$ cat src/hw/rtl/slot_pool_free_stack_ready_fifo_assert.svh
// ----------------------------------------------------------------------------
// Slot pool assertion macros
// Concurrent check macros; empty when SYNTHESIS is defined.
// ----------------------------------------------------------------------------
`ifndef SLOT_POOL_FREE_STACK_READY_FIFO_ASSERT_SVH
`define SLOT_POOL_FREE_STACK_READY_FIFO_ASSERT_SVH

`ifndef SYNTHESIS
`define SPOOL_ASSERT(lbl, clk, rst_n, prop, msg) \
	lbl: assert property (@(posedge clk) disable iff (!rst_n) prop) else $error(msg);
`define SPOOL_NEVER(lbl, clk, rst_n, expr, msg) \
	lbl: assert property (@(posedge clk) disable iff (!rst_n) !(expr)) else $error(msg);
`else
`define SPOOL_ASSERT(lbl, clk, rst_n, prop, msg)
`define SPOOL_NEVER(lbl, clk, rst_n, expr, msg)
`endif

`endif

$ cat src/hw/rtl/spool_pkg.sv
// ----------------------------------------------------------------------------
// Slot pool package
// Widths, operation and status codes, register indexes and beat types.
// ----------------------------------------------------------------------------
package spool_pkg;

	localparam int MAX_SLOTS    = 8;
	localparam int SLOT_BITS    = 3;
	localparam int CNT_BITS     = SLOT_BITS + 1;
	localparam int LEN_BITS     = 24;
	localparam int CFG_IDX_BITS = 2;
	localparam int CFG_DAT_BITS = 4;

	localparam logic [CNT_BITS-1:0] SLOT_COUNT_RST = CNT_BITS'(MAX_SLOTS);

	localparam logic [1:0] FN_REQUEST   = 2'd0;
	localparam logic [1:0] FN_READY_PSH = 2'd1;
	localparam logic [1:0] FN_READY_POP = 2'd2;
	localparam logic [1:0] FN_FREE_PSH  = 2'd3;

	localparam logic [1:0] ST_OK     = 2'd0;
	localparam logic [1:0] ST_OFF    = 2'd1;
	localparam logic [1:0] ST_REJECT = 2'd2;
	localparam logic [1:0] ST_NONE   = 2'd3;

	localparam logic [CFG_IDX_BITS-1:0] CFG_SLOT_COUNT = CFG_IDX_BITS'(0);
	localparam logic [CFG_IDX_BITS-1:0] CFG_POOL_EN    = CFG_IDX_BITS'(1);

	typedef struct packed {
		logic [1:0]           func;
		logic [SLOT_BITS-1:0] slot_index;
		logic [LEN_BITS-1:0]  frame_length;
	} op_item_t;

	typedef struct packed {
		logic [1:0]           status;
		logic [SLOT_BITS-1:0] out_slot;
		logic [LEN_BITS-1:0]  out_length;
	} res_item_t;

endpackage

$ cat src/hw/rtl/slot_pool_free_stack_ready_fifo.sv
// ----------------------------------------------------------------------------
// Slot pool with free stack and ready FIFO
// Hands out frame slots from a LIFO free stack and queues filled slots with
// their byte lengths in a circular ready FIFO.
// Usage:
//   op channel  (op_valid / op_stall / op): one operation per beat, namely
//     request free slot, ready push, ready pop or free push.
//   res channel (res_valid / res_stall / res): exactly one result beat per
//     operation, in order: status, slot and length.
//   cfg channel (cfg_valid / cfg_ready / cfg_index / cfg_data): register 0 is
//     the slot count (1..8, a write refills the free stack and empties the
//     ready FIFO), register 1 the pool enable. Write only while idle.
//   Each op goes through a chain of two synchronous memory reads (slot
//   memory, then length memory) ahead of the update cycle, which registers
//   the result; no new op is taken until the current one has updated.
//   Reset: 8 slots, free stack holds slots 0..7, ready FIFO empty, all
//   lengths zero, pool disabled.
//   A stalled result is held in the output register; the next op is still
//   taken and waits in its update cycle until the register frees.
// ----------------------------------------------------------------------------
`include "slot_pool_free_stack_ready_fifo_assert.svh"

module slot_pool_free_stack_ready_fifo import spool_pkg::*; (
	input  logic                    clk,
	input  logic                    arst_n,
	input  logic                    op_valid,
	output logic                    op_stall,
	input  op_item_t                op,
	output logic                    res_valid,
	input  logic                    res_stall,
	output res_item_t               res,
	input  logic                    cfg_valid,
	output logic                    cfg_ready,
	input  logic [CFG_IDX_BITS-1:0] cfg_index,
	input  logic [CFG_DAT_BITS-1:0] cfg_data
);

	localparam logic [1:0] SQ_IDLE = 2'd0;
	localparam logic [1:0] SQ_READ = 2'd1;
	localparam logic [1:0] SQ_EXEC = 2'd2;

	logic [1:0]           state_q;
	op_item_t             item_q;
	logic [CNT_BITS-1:0]  slot_count_q;
	logic                 pool_enabled_q;
	logic [CNT_BITS-1:0]  fs_ptr_q;
	logic [CNT_BITS-1:0]  ready_count_q;
	logic [SLOT_BITS-1:0] head_q;
	logic [SLOT_BITS-1:0] tail_q;
	logic [MAX_SLOTS-1:0] fs_vld_q;
	logic [MAX_SLOTS-1:0] len_vld_q;
	logic                 res_valid_q;
	res_item_t            res_q;

	// lower half: free stack, upper half: ready FIFO
	logic [SLOT_BITS-1:0] slot_mem [2*MAX_SLOTS];
	logic [LEN_BITS-1:0]  len_mem [MAX_SLOTS];
	logic [SLOT_BITS-1:0] slot_rd_q;
	logic [LEN_BITS-1:0]  len_rd_q;

	logic                 op_acc;
	logic                 cfg_wr;
	logic                 refill;
	logic                 exec_fire;
	logic [CNT_BITS-1:0]  top_m1;
	logic [SLOT_BITS:0]   raddr;
	logic [SLOT_BITS-1:0] fs_val;
	logic                 slot_ok;
	logic [SLOT_BITS-1:0] head_nx;
	logic [SLOT_BITS-1:0] tail_nx;

	logic [1:0]           st_d;
	logic [SLOT_BITS-1:0] oslot_d;
	logic [LEN_BITS-1:0]  olen_d;
	logic [CNT_BITS-1:0]  top_d;
	logic [CNT_BITS-1:0]  cnt_d;
	logic [SLOT_BITS-1:0] head_d;
	logic [SLOT_BITS-1:0] tail_d;
	logic [MAX_SLOTS-1:0] fs_vld_d;
	logic [MAX_SLOTS-1:0] len_vld_d;
	logic                 slot_we;
	logic [SLOT_BITS:0]   slot_wa;
	logic                 len_we;

	assign op_stall  = (state_q != SQ_IDLE);
	assign cfg_ready = (state_q == SQ_IDLE);
	assign op_acc    = op_valid && !op_stall;
	assign cfg_wr    = cfg_valid && cfg_ready;
	assign refill    = cfg_wr && (cfg_index == CFG_SLOT_COUNT) && (cfg_data != '0) &&
		(CNT_BITS'(cfg_data) <= CNT_BITS'(MAX_SLOTS));
	assign exec_fire = (state_q == SQ_EXEC) && !(res_valid_q && res_stall);

	assign top_m1  = fs_ptr_q - CNT_BITS'(1);
	assign raddr   = (op.func == FN_READY_POP) ? {1'b1, head_q} :
		{1'b0, top_m1[SLOT_BITS-1:0]};
	assign fs_val  = fs_vld_q[top_m1[SLOT_BITS-1:0]] ? slot_rd_q : top_m1[SLOT_BITS-1:0];
	assign slot_ok = ({1'b0, item_q.slot_index} < slot_count_q);
	assign head_nx = ((CNT_BITS'(head_q) + CNT_BITS'(1)) == slot_count_q) ? '0 :
		head_q + SLOT_BITS'(1);
	assign tail_nx = ((CNT_BITS'(tail_q) + CNT_BITS'(1)) == slot_count_q) ? '0 :
		tail_q + SLOT_BITS'(1);

	always_comb begin
		st_d      = ST_OK;
		oslot_d   = '0;
		olen_d    = '0;
		top_d     = fs_ptr_q;
		cnt_d     = ready_count_q;
		head_d    = head_q;
		tail_d    = tail_q;
		fs_vld_d  = fs_vld_q;
		len_vld_d = len_vld_q;
		slot_we   = 1'b0;
		slot_wa   = {1'b0, fs_ptr_q[SLOT_BITS-1:0]};
		len_we    = 1'b0;
		if (!pool_enabled_q) begin
			st_d = ST_OFF;
		end else begin
			unique case (item_q.func)
				FN_REQUEST: begin
					if (fs_ptr_q == '0) begin
						st_d = ST_NONE;
					end else begin
						top_d              = top_m1;
						oslot_d            = fs_val;
						len_vld_d[fs_val]  = 1'b0;
					end
				end
				FN_READY_PSH: begin
					if (!slot_ok) begin
						st_d = ST_REJECT;
					end else begin
						len_we                        = 1'b1;
						len_vld_d[item_q.slot_index]  = 1'b1;
						if (ready_count_q >= slot_count_q) begin
							st_d = ST_REJECT;
						end else begin
							slot_we = 1'b1;
							slot_wa = {1'b1, tail_q};
							tail_d  = tail_nx;
							cnt_d   = ready_count_q + CNT_BITS'(1);
						end
					end
				end
				FN_READY_POP: begin
					if (ready_count_q == '0) begin
						st_d = ST_NONE;
					end else begin
						oslot_d = slot_rd_q;
						olen_d  = len_vld_q[slot_rd_q] ? len_rd_q : '0;
						head_d  = head_nx;
						cnt_d   = ready_count_q - CNT_BITS'(1);
					end
				end
				FN_FREE_PSH: begin
					if (!slot_ok || (fs_ptr_q >= slot_count_q)) begin
						st_d = ST_REJECT;
					end else begin
						len_vld_d[item_q.slot_index]      = 1'b0;
						fs_vld_d[fs_ptr_q[SLOT_BITS-1:0]] = 1'b1;
						slot_we                           = 1'b1;
						top_d                             = fs_ptr_q + CNT_BITS'(1);
					end
				end
				default: st_d = ST_REJECT;
			endcase
		end
	end

	always_ff @(posedge clk) begin
		if (op_acc) begin
			slot_rd_q <= slot_mem[raddr];
		end
		if (exec_fire && slot_we) begin
			slot_mem[slot_wa] <= item_q.slot_index;
		end
	end

	always_ff @(posedge clk) begin
		if (state_q == SQ_READ) begin
			len_rd_q <= len_mem[slot_rd_q];
		end
		if (exec_fire && len_we) begin
			len_mem[item_q.slot_index] <= item_q.frame_length;
		end
	end

	always_ff @(posedge clk) begin
		if (op_acc) begin
			item_q <= op;
		end
		if (exec_fire) begin
			res_q.status     <= st_d;
			res_q.out_slot   <= oslot_d;
			res_q.out_length <= olen_d;
		end
	end

	always_ff @(posedge clk or negedge arst_n) begin
		if (!arst_n) begin
			state_q        <= SQ_IDLE;
			slot_count_q   <= SLOT_COUNT_RST;
			pool_enabled_q <= 1'b0;
			fs_ptr_q       <= SLOT_COUNT_RST;
			ready_count_q  <= '0;
			head_q         <= '0;
			tail_q         <= '0;
			fs_vld_q       <= '0;
			len_vld_q      <= '0;
			res_valid_q    <= 1'b0;
		end else begin
			unique case (state_q)
				SQ_IDLE: if (op_acc) state_q <= SQ_READ;
				SQ_READ: state_q <= SQ_EXEC;
				SQ_EXEC: if (exec_fire) state_q <= SQ_IDLE;
				default: state_q <= SQ_IDLE;
			endcase

			if (exec_fire) begin
				res_valid_q <= 1'b1;
			end else if (res_valid_q && !res_stall) begin
				res_valid_q <= 1'b0;
			end

			if (cfg_wr && (cfg_index == CFG_POOL_EN)) begin
				pool_enabled_q <= cfg_data[0];
			end

			priority if (refill) begin
				slot_count_q  <= CNT_BITS'(cfg_data);
				fs_ptr_q      <= CNT_BITS'(cfg_data);
				ready_count_q <= '0;
				head_q        <= '0;
				tail_q        <= '0;
				fs_vld_q      <= '0;
				len_vld_q     <= '0;
			end else if (exec_fire) begin
				fs_ptr_q      <= top_d;
				ready_count_q <= cnt_d;
				head_q        <= head_d;
				tail_q        <= tail_d;
				fs_vld_q      <= fs_vld_d;
				len_vld_q     <= len_vld_d;
			end
		end
	end

	assign res_valid = res_valid_q;
	assign res       = res_q;

	`SPOOL_NEVER(a_top_bound, clk, arst_n, fs_ptr_q > slot_count_q, "free top above slot count")
	`SPOOL_NEVER(a_cnt_bound, clk, arst_n, ready_count_q > slot_count_q, "ready count above slot count")
	`SPOOL_ASSERT(a_acc_seq, clk, arst_n, op_acc |=> (state_q == SQ_READ), "accept did not start read")
	`SPOOL_ASSERT(a_exec_res, clk, arst_n, exec_fire |=> res_valid, "result beat lost")

endmodule
$ cat config.mk
export PLATFORM = sky130hd
export DESIGN_NAME = slot_pool_free_stack_ready_fifo
export DESIGN_NICKNAME = d
export VERILOG_FILES = /design/src/hw/rtl/spool_pkg.sv /design/src/hw/rtl/slot_pool_free_stack_ready_fifo.sv
export VERILOG_INCLUDE_DIRS = /design/src /design/src/hw/rtl
export SDC_FILE = /design/constraint.sdc
export NUM_CORES = 1
export LEC_CHECK = 0
export BUFFER_PORTS_ARGS = -buffer_cell sky130_fd_sc_hd__buf_2
export CAP_MARGIN = 30
export CORE_UTILIZATION = 45
export CTS_BUF_LIST = sky130_fd_sc_hd__clkbuf_16
export CTS_CLUSTER_DIAMETER = 80
export DETAILED_ROUTE_END_ITERATION = 16
export PLACE_DENSITY = 0.58
export SLEW_MARGIN = 20
export SYNTH_ARGS = -nofsm -noshare
export SYNTH_HDL_FRONTEND = slang
export SYNTH_SLANG_ARGS = --single-unit
$ cat constraint.sdc
create_clock -name clk -period 4.5 [get_ports clk]
set_input_delay 0.9 -clock clk [delete_from_list [all_inputs] [get_ports clk]]
set_output_delay 0.9 -clock clk [all_outputs]
set_load 0.01 [all_outputs]
==> results.json <==
{
  "status": "completed",
  "tns_ns": 0,
  "async_reset_ff_share_pct": 10.47,
  "post-route-util_pct": 53.09,
  "syn-cell-area_um2": 14970,
  "dp_hpwl_um": 19720,
  "clock_path_buffers": 3,
  "post_dp_cell_area_um2": 15950,
  "end_kind": "flip-flop",
  "maxCapViolCount": 0,
  "syn_avg_cell_area_um2": 16.45,
  "yosysUniqueCellTypes": 68,
  "p_leak_nw": 6.070,
  "cts_sinks": 363,
  "netlist_top_cells_area": "edfxtp_1 (65%), mux4_2 (9.6%), dfrtp_1 (6.0%)",
  "yosys.area.top_type": "edfxtp_1",
  "cts_resized": 0,
  "period_share_pct": 75.26,
  "grt_max_degree": 43,
  "synthFlopType": "edfxtp_1",
  "hold_slack_ns": 0.2505,
  "areaGrowthSynthToFinish_pct": 15.69,
  "routed_wirelength_um": 31500,
  "ys_ff_latch": 363,
  "fmax_mhz": 295.3,
  "hold_buffers": 0,
  "portBuffers": 71,
  "cts_tree": "built",
  "arrival_ns": 3.57,
  "drt_iter0_markers": 643,
  "wire_per_inst_um": 21.36,
  "htreeDepth": 2,
  "r2r_slack_ns": 1.11,
  "yosys.cell_count.top_type": "edfxtp_1",
  "rsz0062_at_grt": "no",
  "relSlewSlack_pct": 36.50,
  "max-vdd-ir-drop_mv": 0.2903,
  "synth-seq-area-share_pct": 71.56,
  "fp.dieH_um": 184.4,
  "drtAntennaViolNets": 0,
  "cts_buffers": 39,
  "antennaDiodeCount": 0,
  "num-fill-cells": 2643,
  "overflow": 0,
  "final_layout_size_suffix_gt1_share_pct": 24.20,
  "worstSkewPairLatency_ns": 0.54,
  "pin_count": 72,
  "antenna_found_initial": 0,
  "core_area_um2": 32620,
  "drc_errors": 0,
  "grt_pass1_vias": 8223,
  "ys_warn_count": 0,
  "syn_nets": 971,
  "gp_congestion": 0.8513,
  "core.rowCount": 66,
  "die_x_um": 184.4,
  "p_per_area_nw_per_um2": 567.0,
  "initial_utilization_pct": 45.89,
  "grt_pass1_wl_um": 48980,
  "clock_skew_ns": 0.02148,
  "setup_viol": 0,
  "slew_viol_final": 0,
  "yosys-top-cells-count": "edfxtp_1 (325), nand2_1 (107), mux4_2 (64)",
  "synth_edf_count": 325,
  "fin_crit_ns": 3.387,
  "nNetsFinal": 1067,
  "finish.instance_area_um2": 17320,
  "netlist.area_leader.share_pct": 65.20,
  "hold_viol": 0,
  "synth_cells": 910,
  "cp_max_fo": 16,
  "grtUsageTotal_pct": 19.42,
  "tightestPinTransition_ns": 0.9524,
  "hold_class": "input pin to asynchronous set/reset pin",
  "first_pass_iters": 5,
  "vias_per_cell": 5.485,
  "clkTransAtPathRegs_ns": 0.06,
  "critical_path_class": "flip-flop to flip-flop",
  "root_buffer": "clkbuf_16",
  "post-cts-setup-buffers": 0,
  "critPathLaunchType": "flip-flop",
  "cp_data_required_time_ns": 4.68,
  "via_count": 8091,
  "dieArea_um2": 34000
}
critical path, cell delays in order (launching register included):
cell,delay (ns)
dfrtp_1,0.67
inv_1,0.30
ha_1,0.33
nand2b_1,0.15
a211oi_2,0.28
o221ai_2,0.20
nor3_1,0.47
nand2_1,0.23
nor3_1,0.40
metal layers:
layer | GRT usage [%] | part of all wire, % | vias to the layer above
met5 | 0 | 0 | -
met4 | 4.667 | 1.6 | 0
met3 | 3.438 | 5.0 | 42
met2 | 29.98 | 46 | 217
met1 | 28.65 | 48 | 4128
li1 | - | - | 3704
metrics by stage:
step	setup WS, ns	power, mW	instances
2_1_floorplan	0.7565	5.934	910
3_3_place_gp	1.213	6.544	1403
3_5_place_dp	1.130	6.589	1405
4_1_cts	1.099	9.892	1473
5_1_grt	0.7604	10.28	1475
6_report	1.113	9.819	1475
where the power goes:
part	switching, mW	internal, mW	total, mW
Clock	1.30	2.00	3.30
Sequential	0.301	4.04	4.34
Combinational	1.24	0.941	2.18
kinds of logic (layout without fill, tap and decap cells):
family / Yosys count / in the layout / share of synthesized area [%]
flops: 363 / 363 / 71.56
simple gates: 264 / 264 / 8.450
compound gates: 110 / 110 / 5.207
mux: 74 / 74 / 10.31
buf+inv: 65 / 188 / 1.855
fa+ha+maj: 21 / 21 / 1.805
xor+xnor: 13 / 13 / 0.8109
cell usage in the layout, fill, tap and decap left out, types with 9 or more instances in the layout:
cell type | synthesis | routed
dfrtp_1 | 36 | 36
a21oi_1 | 30 | 28
edfxtp_1 | 325 | 325
xnor2_1 | 9 | 9
nor3_1 | 18 | 16
and2_1 | 28 | 27
nand3_1 | 9 | 9
mux2i_1 | 9 | 9
o21ai_0 | 19 | 19
nand2_1 | 107 | 107
buf_2 | 9 | 71
nor2_1 | 51 | 50
buf_4 | 0 | 20
inv_1 | 23 | 27
mux4_2 | 64 | 64
ha_1 | 20 | 20
clkbuf_16 | 0 | 39
state kept, by name, summed over array words and instances, names as in the netlist:
register and cells:
head_q 3, ready_count_q 4, len_vld_q 8, slot_count_q 4
fs_ptr_q 4, slot_rd_q 3, fs_vld_q 8, len_rd_q 24
state_q 2, pool_enabled_q 1, len_mem 192, slot_mem 48
item_q 29, tail_q 3, res_valid 1, res 29
layout make-up:
type	count	area (µm²)	area share [%]
clock buffers	39	975.9	5.635
repair buffers	96	604.3	3.490
well taps	442	553.0	3.193
multi-input cells	482	4023	23.23
clock inverters	29	359.1	2.074
inverters	24	90.09	0.5202
flip-flops and latches	363	10710	61.86
worst paths after layout:
kind                                          to         start  cells after the start
max in group asynchronous            fs_vld_q[7]        arst_n                      2
worst max-delay path              slot_mem[4][0]   fs_ptr_q[0]                      8
min in group clk                         res[16]  len_rd_q[16]                      1
worst max register to register    slot_mem[4][0]   fs_ptr_q[0]                      8
worst min register to register           res[16]  len_rd_q[16]                      1
worst min-delay path            ready_count_q[0]        arst_n                      1
Note: power is estimated with default switching activity, not from simulation.
